### src/rtl/waam_pkg.sv
`timescale 1ns / 1ps
`default_nettype none

package waam_pkg;

  localparam int SAMPLE_W  = 16;
  localparam int FRAC_BITS = 12;
  // must be a power of two: the ring index wraps on its own and the magnitude mean is a shift
  localparam int WINDOW    = 8;
  localparam int IDX_W     = $clog2(WINDOW);
  localparam int CNT_W     = $clog2(WINDOW + 1);
  localparam int TOT_W     = SAMPLE_W + IDX_W;
  localparam int MAG_W     = SAMPLE_W + 1;
  localparam int MAGT_W    = MAG_W + IDX_W;
  localparam int THR_W     = 15;

  localparam logic [THR_W-1:0] THR_RESET = THR_W'(3 << FRAC_BITS);

  localparam int ADDR_W    = 3;
  localparam int DATA_W    = 32;
  localparam int REG_IDX_W = ADDR_W - 2;
  localparam logic [REG_IDX_W-1:0] REG_WRAP_THRESHOLD = REG_IDX_W'(0);

  typedef logic signed [SAMPLE_W-1:0] sample_t;
  typedef logic [MAG_W-1:0] mag_t;
  typedef sample_t [WINDOW-1:0] window_t;

  typedef struct packed {
    logic                     valid;
    logic signed [TOT_W-1:0]  tot;
    logic [MAGT_W-1:0]        mag;
    logic [CNT_W-1:0]         neg_cnt;
  } stat_t;

  function automatic mag_t mag_of(sample_t s);
    logic signed [MAG_W-1:0] w;
    w = MAG_W'(s);
    mag_of = (s < 0) ? mag_t'(-w) : mag_t'(w);
  endfunction

endpackage

`default_nettype wire

### src/rtl/wrap_aware_angle_moving_average.sv
`timescale 1ns / 1ps
`default_nettype none

// Moving average over the last 8 angle samples (signed Q4.12 radians), aware of
// the +/-pi wrap: when the window holds both signs and some sample's magnitude
// reaches wrap_threshold (APB byte address 0, reset 3.0), the output is the mean
// magnitude carrying the majority sign (positive on a tie) and tuser is set;
// otherwise it is the plain mean. Means truncate toward zero and the window
// starts out all zero. One word is taken every cycle; each result is registered
// in the running-total update stage and then in the result register. A stall on
// the output side holds the whole pipeline.

module wrap_aware_angle_moving_average
  import waam_pkg::*;
(
  input  wire logic              clk,
  input  wire logic              rst,

  input  wire logic              s_tvalid,
  output logic                   s_tready,
  input  wire logic [15:0]       s_tdata,   // [15:0] angle_sample

  output logic                   m_tvalid,
  input  wire logic              m_tready,
  output logic [15:0]            m_tdata,   // [15:0] smoothed_angle
  output logic                   m_tuser,   // [0] wrap_mode_used

  input  wire logic              psel,
  input  wire logic              penable,
  input  wire logic              pwrite,
  input  wire logic [ADDR_W-1:0] paddr,
  input  wire logic [DATA_W-1:0] pwdata,
  output logic [DATA_W-1:0]      prdata,
  output logic                   pready
);

  logic             en;
  logic [THR_W-1:0] threshold;
  window_t          window;
  stat_t            stat;
  sample_t          out_angle;
  logic             thr_sel;

  assign en       = !m_tvalid || m_tready;
  assign s_tready = en;

  assign pready  = 1'b1;
  assign thr_sel = (paddr[ADDR_W-1:2] == REG_WRAP_THRESHOLD);
  assign prdata  = thr_sel ? DATA_W'(threshold) : '0;

  always_ff @(posedge clk) begin
    if (rst) begin
      threshold <= THR_RESET;
    end else if (psel && penable && pwrite && pready && thr_sel) begin
      threshold <= pwdata[THR_W-1:0];
    end
  end

  waam_window u_window (
    .clk       (clk),
    .rst       (rst),
    .en        (en),
    .in_valid  (s_tvalid),
    .in_sample (sample_t'(s_tdata)),
    .window    (window),
    .stat      (stat)
  );

  waam_result u_result (
    .clk       (clk),
    .rst       (rst),
    .en        (en),
    .stat      (stat),
    .window    (window),
    .threshold (threshold),
    .out_valid (m_tvalid),
    .out_angle (out_angle),
    .out_wrap  (m_tuser)
  );

  assign m_tdata = out_angle;

endmodule

`default_nettype wire

### src/rtl/waam_window.sv
`timescale 1ns / 1ps
`default_nettype none

module waam_window
  import waam_pkg::*;
(
  input  wire logic clk,
  input  wire logic rst,
  input  wire logic en,
  input  wire logic in_valid,
  input  sample_t   in_sample,
  output window_t   window,
  output stat_t     stat
);

  logic [IDX_W-1:0] pos;
  sample_t          old;
  stat_t            stat_next;

  assign old = window[pos];

  always_comb begin
    stat_next.valid   = in_valid;
    stat_next.tot     = stat.tot + TOT_W'(in_sample) - TOT_W'(old);
    stat_next.mag     = stat.mag + MAGT_W'(mag_of(in_sample)) - MAGT_W'(mag_of(old));
    stat_next.neg_cnt = stat.neg_cnt + CNT_W'(in_sample[SAMPLE_W-1])
                        - CNT_W'(old[SAMPLE_W-1]);
  end

  always_ff @(posedge clk) begin
    if (rst) begin
      window <= '0;
      pos    <= '0;
      stat   <= '0;
    end else if (en) begin
      if (in_valid) begin
        window[pos] <= in_sample;
        pos         <= pos + IDX_W'(1);
        stat        <= stat_next;
      end else begin
        stat.valid <= 1'b0;
      end
    end
  end

endmodule

`default_nettype wire

### src/rtl/waam_result.sv
`timescale 1ns / 1ps
`default_nettype none

module waam_result
  import waam_pkg::*;
(
  input  wire logic              clk,
  input  wire logic              rst,
  input  wire logic              en,
  input  stat_t                  stat,
  input  window_t                window,
  input  wire logic [THR_W-1:0]  threshold,
  output logic                   out_valid,
  output sample_t                out_angle,
  output logic                   out_wrap
);

  localparam logic signed [TOT_W-1:0] WINDOW_S = TOT_W'(WINDOW);
  localparam logic signed [TOT_W:0]   SAT_MAX  = (TOT_W+1)'(2**(SAMPLE_W-1) - 1);
  localparam logic signed [TOT_W:0]   SAT_MIN  = -(TOT_W+1)'(2**(SAMPLE_W-1));

  logic                     any_large;
  logic                     wrap;
  logic signed [TOT_W-1:0]  plain_mean;
  logic [MAG_W-1:0]         mag_mean;
  logic signed [TOT_W:0]    pick;
  sample_t                  angle_next;

  always_comb begin
    any_large = 1'b0;
    for (int i = 0; i < WINDOW; i++) begin
      if (mag_of(window[i]) >= MAG_W'(threshold)) any_large = 1'b1;
    end
  end

  assign wrap = (stat.neg_cnt != '0) && (stat.neg_cnt < CNT_W'(WINDOW)) && any_large;
  assign plain_mean = stat.tot / WINDOW_S;
  assign mag_mean   = MAG_W'(stat.mag >> IDX_W);

  always_comb begin
    if (!wrap) begin
      pick = (TOT_W+1)'(plain_mean);
    end else if (stat.neg_cnt > CNT_W'(WINDOW / 2)) begin
      pick = -(TOT_W+1)'(mag_mean);
    end else begin
      pick = (TOT_W+1)'(mag_mean);
    end
    priority if (pick > SAT_MAX) begin
      angle_next = SAMPLE_W'(SAT_MAX);
    end else if (pick < SAT_MIN) begin
      angle_next = SAMPLE_W'(SAT_MIN);
    end else begin
      angle_next = SAMPLE_W'(pick);
    end
  end

  always_ff @(posedge clk) begin
    if (rst) begin
      out_valid <= 1'b0;
    end else if (en) begin
      out_valid <= stat.valid;
    end
  end

  always_ff @(posedge clk) begin
    if (en && stat.valid) begin
      out_angle <= angle_next;
      out_wrap  <= wrap;
    end
  end

endmodule

`default_nettype wire
### config.mk
export PLATFORM = sky130hd
export DESIGN_NAME = wrap_aware_angle_moving_average
export DESIGN_NICKNAME = d
export VERILOG_FILES = /design/src/rtl/waam_pkg.sv /design/src/rtl/wrap_aware_angle_moving_average.sv /design/src/rtl/waam_window.sv /design/src/rtl/waam_result.sv
export SDC_FILE = /design/constraint.sdc
export NUM_CORES = 1
export LEC_CHECK = 0
export BUFFER_PORTS_ARGS = -buffer_cell sky130_fd_sc_hd__clkbuf_2
export CORE_AREA = 2 2 191 193
export CTS_CLUSTER_DIAMETER = 150
export DETAILED_ROUTE_END_ITERATION = 16
export DIE_AREA = 0 0 193 195
export PLACE_DENSITY = 0.77
export SLEW_MARGIN = 20
export SYNTH_ARGS = -nofsm -noshare
export SYNTH_HDL_FRONTEND = slang
export SYNTH_SLANG_ARGS = --single-unit
### constraint.sdc
create_clock -name clk -period 5.63 [get_ports clk]
set_clock_uncertainty 0.05 [all_clocks]
set_input_delay 1.126 -clock clk [delete_from_list [all_inputs] [get_ports clk]]
set_output_delay 1.126 -clock clk [all_outputs]
set_load 0.02 [all_outputs]
**Yosys cells after proc, flatten, opt, wreduce, memory -nomap -nowiden**

Cells that the tools add are included.

- Flip-flop bits (word level): 208
- Bits of input ports: 58
- Output and inout bits: 52
- Logic and storage cells: 102

- $add $sub $neg: 19
- Order comparisons: 24
- Muxes and demuxes: 28
- Bitwise gates (word level): 2
- Reductions and logical operators: 12

Operators by type and width:

| kind | number |
|---|---|
| two-way mux 17 bit | 10 |
| negation 16 -> 17 bit | 10 |
| less-than comparator 16 x 1 -> 1 bit, second input constant | 10 |
| >= comparator 17 x 15 -> 1 bit | 8 |
| bitwise mux 128 bit | 1 |
| binary-select mux 16 bit (select 3 bit) | 1 |
| demux 16 bit (select 3 bit) | 1 |
| two-way mux 16 bit | 3 |
| two-way mux 20 bit | 2 |
| adder 20 x 17 -> 20 bit | 1 |
| > comparator 20 x 16 -> 1 bit, second input constant | 1 |
| less-than comparator 20 x 16 -> 1 bit, second input constant | 1 |
| negation 17 -> 20 bit | 1 |
| subtractor 20 x 17 -> 20 bit | 1 |
| adder 19 x 1 -> 19 bit | 1 |
| adder 19 x 16 -> 19 bit | 1 |
| subtractor 19 x 16 -> 19 bit | 1 |
| two-way mux 15 bit | 1 |
| two-way mux 1 bit | 9 |
| logical AND 1 bit | 7 |
| adder 4 bit | 1 |
| > comparator 4 x 3 -> 1 bit, second input constant | 1 |
| less-than comparator 3 x 4 -> 1 bit, second input constant | 1 |
| less-than comparator 4 bit, second input constant | 1 |
| 10 further kinds | 10 |

**Logic depth before layout (Yosys ltp)**

- Depth in word-level cells: 15
- Depth in mapped cells: 21
- Mapped depth without buffers: 19

**Cells and area by module**

A second synthesis with hierarchy kept.

- Cell total of the unflattened synthesis: 2,214
- Area total of the unflattened synthesis: 18,192.4 sq um

By module, submodules not included:

| module | times used | cells each | area each (sq um) | seq. area each (sq um) |
|---|---|---|---|---|
| waam_window | 1 | 1,294 | 10,737.8 | 3,503.4 |
| waam_result | 1 | 817 | 6,515.0 | 530.5 |
| wrap_aware_angle_moving_average | 1 | 103 | 939.7 | 300.3 |

**Least setup slack after synthesis**

No wires, ideal clock.

- Kind: reg-to-reg
- Start point: register u_window.pos[0]
- End point: register, netlist name u_window.stat[20]
- Setup time: 0.106 ns
- Arrival: 5.210 ns
- Data required time: 5.474 ns
- Slack: 0.264 ns
- Cell stages (with the launch flop): 20
- Buffers on the path: 2
- Clock period less this slack: 5.366 ns
- Path through: dfxtp_1 -> buf_2 -> clkbuf_1 -> mux4_2 -> mux2i_1 -> ha_1 -> and2_1 -> inv_1 -> o21ai_0 -> xnor2_1 -> fa_1 -> inv_1 -> ha_1 -> nand4_1 -> a2111oi_0 -> o211ai_1 -> a21oi_1 -> o211ai_1 -> a2111o_1 -> o311ai_0

- Word-level cells in the longest chain between the ends: 5
- Elaborated cells on any way between the ends: 6
- Those cells by class: add/sub: 2; order compare: 1; mux: 3

Ends and longest elaborated chain:

| element | RTL line | source |
|---|---|---|
| start, declared | waam_window.sv:16 | `logic [IDX_W-1:0] pos;` |
| start signal, assigned | waam_window.sv:38 | `pos <= pos + IDX_W'(1);` |
| binary-select mux 16 bit (select 3 bit) (*) | waam_window.sv:20 | `assign old = window[pos];` |
| two-way mux 16 bit (not written as such) (*) | waam_window.sv:20 |  |
| negation 16 -> 17 bit or less-than comparator 16 x 1 -> 1 bit (tied branches) | waam_pkg.sv:38 | `mag_of = (s < 0) ? mag_t'(-w) : mag_t'(w);` |
| two-way mux 17 bit (*) | waam_pkg.sv:38 |  |
| subtractor 20 x 17 -> 20 bit (*) | waam_window.sv:25 | `stat_next.mag = stat.mag + MAGT_W'(mag_of(in_sample)) - MAGT_W'(mag_of(old));` |

Every way passes the cells marked *; elsewhere a longest branch is shown, timed or not. The select of a mux whose other input is x is not followed.
A chain may end at the register's enable or synchronous reset.

**Worst setup path after layout**

- Start point: register u_window.pos[0]
- End point: register, netlist name u_window.stat[20]

- Word-level cells in the longest chain between the ends: 5
- Elaborated cells on any way between the ends: 6
- Those cells by class: add/sub: 2; order compare: 1; mux: 3

Ends and longest elaborated chain:

| element | RTL line |
|---|---|
| binary-select mux 16 bit (select 3 bit) (*) | waam_window.sv:20 |
| two-way mux 16 bit (not written as such) (*) | waam_window.sv:20 |
| negation 16 -> 17 bit or less-than comparator 16 x 1 -> 1 bit (tied branches) | waam_pkg.sv:38 |
| two-way mux 17 bit (*) | waam_pkg.sv:38 |
| subtractor 20 x 17 -> 20 bit (*) | waam_window.sv:25 |

Marked as above.

==> impl_metrics.py <==
metrics = {
    "synth": {
        "netlist_area_sq_um": 17600,
        "synth_ff_type": "dfxtp_1",
        "yosys_warnings": 0,
        "synth-xor-area-share_pct": 9.08,
        "yosysUniqueCellTypes": 72,
        "synthTopCellsByCount": "nand2_1, a21oi_1, dfxtp_1",
        "yosys.area_share.simple_pct": 20.2,
        "synth.largest_area_cell": "dfxtp_1",
        "synth_top_family_by_area": "simple AND/OR/NAND/NOR gates",
        "synth_area_leaders": "dfxtp_1, ha_1, nand2_1",
        "netlist_instances": 2203,
        "synthAdderAreaFrac_pct": 17.2,
        "synth.most_common_cell": "nand2_1",
        "synth_edf_count": 17,
        "avgSynthCellArea_sq_um": 7.97,
        "synth.area.mux_share_pct": 5.30,
        "synth-compound-area-share_pct": 18.0,
        "synth_top_area_share_pct": 21.8,
        "async_reset_ff_share_pct": 0,
        "synth-seq-area-share_pct": 24.7,
        "synth-seq-cells": 208,
    },
    "hold_path": {
        "hold_path_class": "reg2reg",
    },
    "critical_path": {
        "critPathKind": "reg2reg",
        "crit_required_ns": 5.99,
        "rr_startpoint": "u_window.pos[0]",
        "cp-end-kind": "flip-flop",
        "cp-endpoint": "u_window.stat[20]",
        "start_kind": "flip-flop",
        "crit_fanout": 12,
        "regToRegSetupSlack_ns": 0.40,
        "crit_start": "u_window.pos[0]",
        "rr_endpoint": "u_window.stat[20]",
        "r2r_cells": 19,
        "arrival_ns": 5.59,
    },
    "place": {
        "place_congestion": 1.02,
        "placed_area_sq_um": 18500,
        "portBuffers": 72,
        "preCtsSetupSlack_ns": -0.0250,
        "dp_hpwl_mm": 40.6,
    },
    "die": {
        "rows": 69,
        "dieArea_sq_um": 37600,
        "die_w_um": 193,
        "io_pins": 110,
        "coreArea_sq_um": 35400,
        "dieHeight_um": 195,
        "initial_core_util_pct": 49.6,
    },
    "cells_and_area": {
        "fin_nets": 2534,
        "final_util_pct": 54.8,
        "syn2layout_area_growth_pct": 10.4,
        "finalInstanceArea_sq_um": 19400,
        "post_route_cells_drive_above_1_share_pct": 10.5,
    },
    "sta": {
        "finalHoldViolCount": 0,
        "finalSetupViolCount": 0,
        "setup_tns_ns": 0,
        "setup_slack_ns": 0.402,
        "maxSlewHeadroom_pct": 21.0,
        "grt_setup_unrepaired": "false",
        "clock.fmax_ghz": 0.191,
        "fin_crit_sh_pct": 92.9,
        "finalMaxSlewViolations": 0,
        "min_period_ns": 5.23,
        "tightest_slew_ns": 1.18,
    },
    "grt": {
        "grt_use_total_pct": 28.9,
        "grt_max_degree": 79,
        "grt_antenna_before_repair": 1,
        "gr-total-overflow": 0,
        "grt_pass1_wl_mm": 85.4,
        "grt_pass1_vias": 15600,
    },
    "clocking": {
        "path_clk_slew_ns": 0.06,
        "cts_buffer_depth": 3,
        "cts_num_sinks": 208,
        "htree_levels": 1,
        "cts_hold_buffers": 0,
        "cts_tree": "done",
        "clock_latency_ns": 0.55,
        "root_buffer": "clkbuf_16",
        "cts_buffers": 25,
    },
    "routing": {
        "via_count": 16700,
        "via_per_inst": 6.11,
        "drt_pre_antenna_iters": 6,
        "ant_nets": 0,
        "drc": 0,
        "drt_iter0_drc": 1729,
        "routed_wl_mm": 54.9,
        "wl_per_cell_um": 20.0,
    },
    "power_and_ir_drop": {
        "power.density_nw_per_um2": 340,
        "power_mw": 6.60,
        "vdd_drop_max_uv": 254,
        "p_leak_nw": 7.95,
    },
    "status": {
        "status": "complete, no violations",
    },
    "flow_run": {
        "cap_violations": 0,
    },
}
## how the worst min path moves through the flow
stage | cells past startpoint | end | start | slack, ns
global placement | 2 | u_result.out_valid | u_window.stat[43] | 0.39
finish | 2 | threshold[5] | threshold[5] | 0.41
floorplan | 2 | u_window.stat[6] | u_window.stat[6] | 0.38
detailed placement | 2 | threshold[3] | threshold[3] | 0.40
CTS | 2 | threshold[3] | threshold[3] | 0.41
global route | 2 | threshold[11] | threshold[11] | 0.43
## cells by family (layout without fill, tap and decap cells)
logic type	after synthesis	after routing
AO/OA/AOI/OAI	520	520
XOR/XNOR	182	182
adder cells (fa/ha/maj)	218	218
buffers and inverters	238	292
flip-flops	208	208
multiplexers	66	66
other	2	21
AND/OR/NAND/NOR	769	769
## per-stage QoR
stage	std cells	hold WS, ns
4_1_cts	2730	0.406
3_3_place_gp	2686	0.392
2_1_floorplan	2221	0.382
5_1_grt	2736	0.431
6_report	2737	0.405
3_5_place_dp	2686	0.398
## sequential cells by signal, summed over array words and instances, names as in the netlist
| register | flops |
|---|---|
| threshold | 15 |
| u_result.out_valid | 1 |
| u_window.stat | 44 |
| u_result.out_angle | 16 |
| u_window.pos | 3 |
| u_result.out_wrap | 1 |
| u_window.window | 128 |
## final cells by class
| class | count | area (sq um) |
|---|---|---|
| fillers | 3251 | 16000 |
| repair buffers | 130 | 831 |
| diodes | 1 | 2.50 |
| inverters | 118 | 443 |
| well taps | 461 | 577 |
| multi-input cells | 1775 | 12400 |
| clock buffers | 36 | 778 |
| flip-flops and latches | 208 | 4340 |
| clock inverters | 8 | 46.3 |
## critical path, stage by stage (launching register included)
cell	delay, ns
dfxtp_4	0.45
buf_6	0.19
mux4_2	0.58
mux2i_2	0.26
ha_1	0.21
and2_1	0.24
inv_1	0.06
o21ai_0	0.21
xnor2_1	0.14
fa_1	0.52
inv_1	0.04
ha_1	0.38
nand4_1	0.19
a2111oi_2	0.34
buf_4	0.19
o211ai_1	0.11
a21oi_2	0.24
o211ai_1	0.16
a2111o_1	0.42
o311ai_0	0.11
## power breakdown
group	internal, mW	leakage, nW	switching [mW]
Sequential	1.66	1.72	0.200
Combinational	1.32	5.82	1.78
Clock	0.954	0.414	0.682
## placed cells by master, fill, tap and decap left out, types with 19 or more instances in the layout
cell type,n
a21o_1,19
a21oi_1,235
buf_4,55
clkbuf_16,26
clkbuf_2,71
conb_1,20
dfxtp_1,190
fa_1,38
ha_1,180
inv_1,118
mux2i_1,31
mux4_2,19
nand2_1,436
nand2b_1,31
nand3_1,29
nor2_1,92
nor3_1,29
o21ai_0,102
o31ai_1,36
or3_1,25
xnor2_1,154
xor2_1,28
## layer usage
layer	GRT usage, %	routed length (um)	part of all wire, %
met1	39.3	22500	41
met5	0	0	0
met2	45.8	24800	45
met3	3.32	4790	8.7
met4	13.6	2800	5.1
## repair_timing
action / in CTS / in global routing
endpoints found under the setup margin: 0 / 5
gates resized for setup: 0 / 8
buffers inserted: 0 / 6
Note: power is estimated with default switching activity, not from simulation.
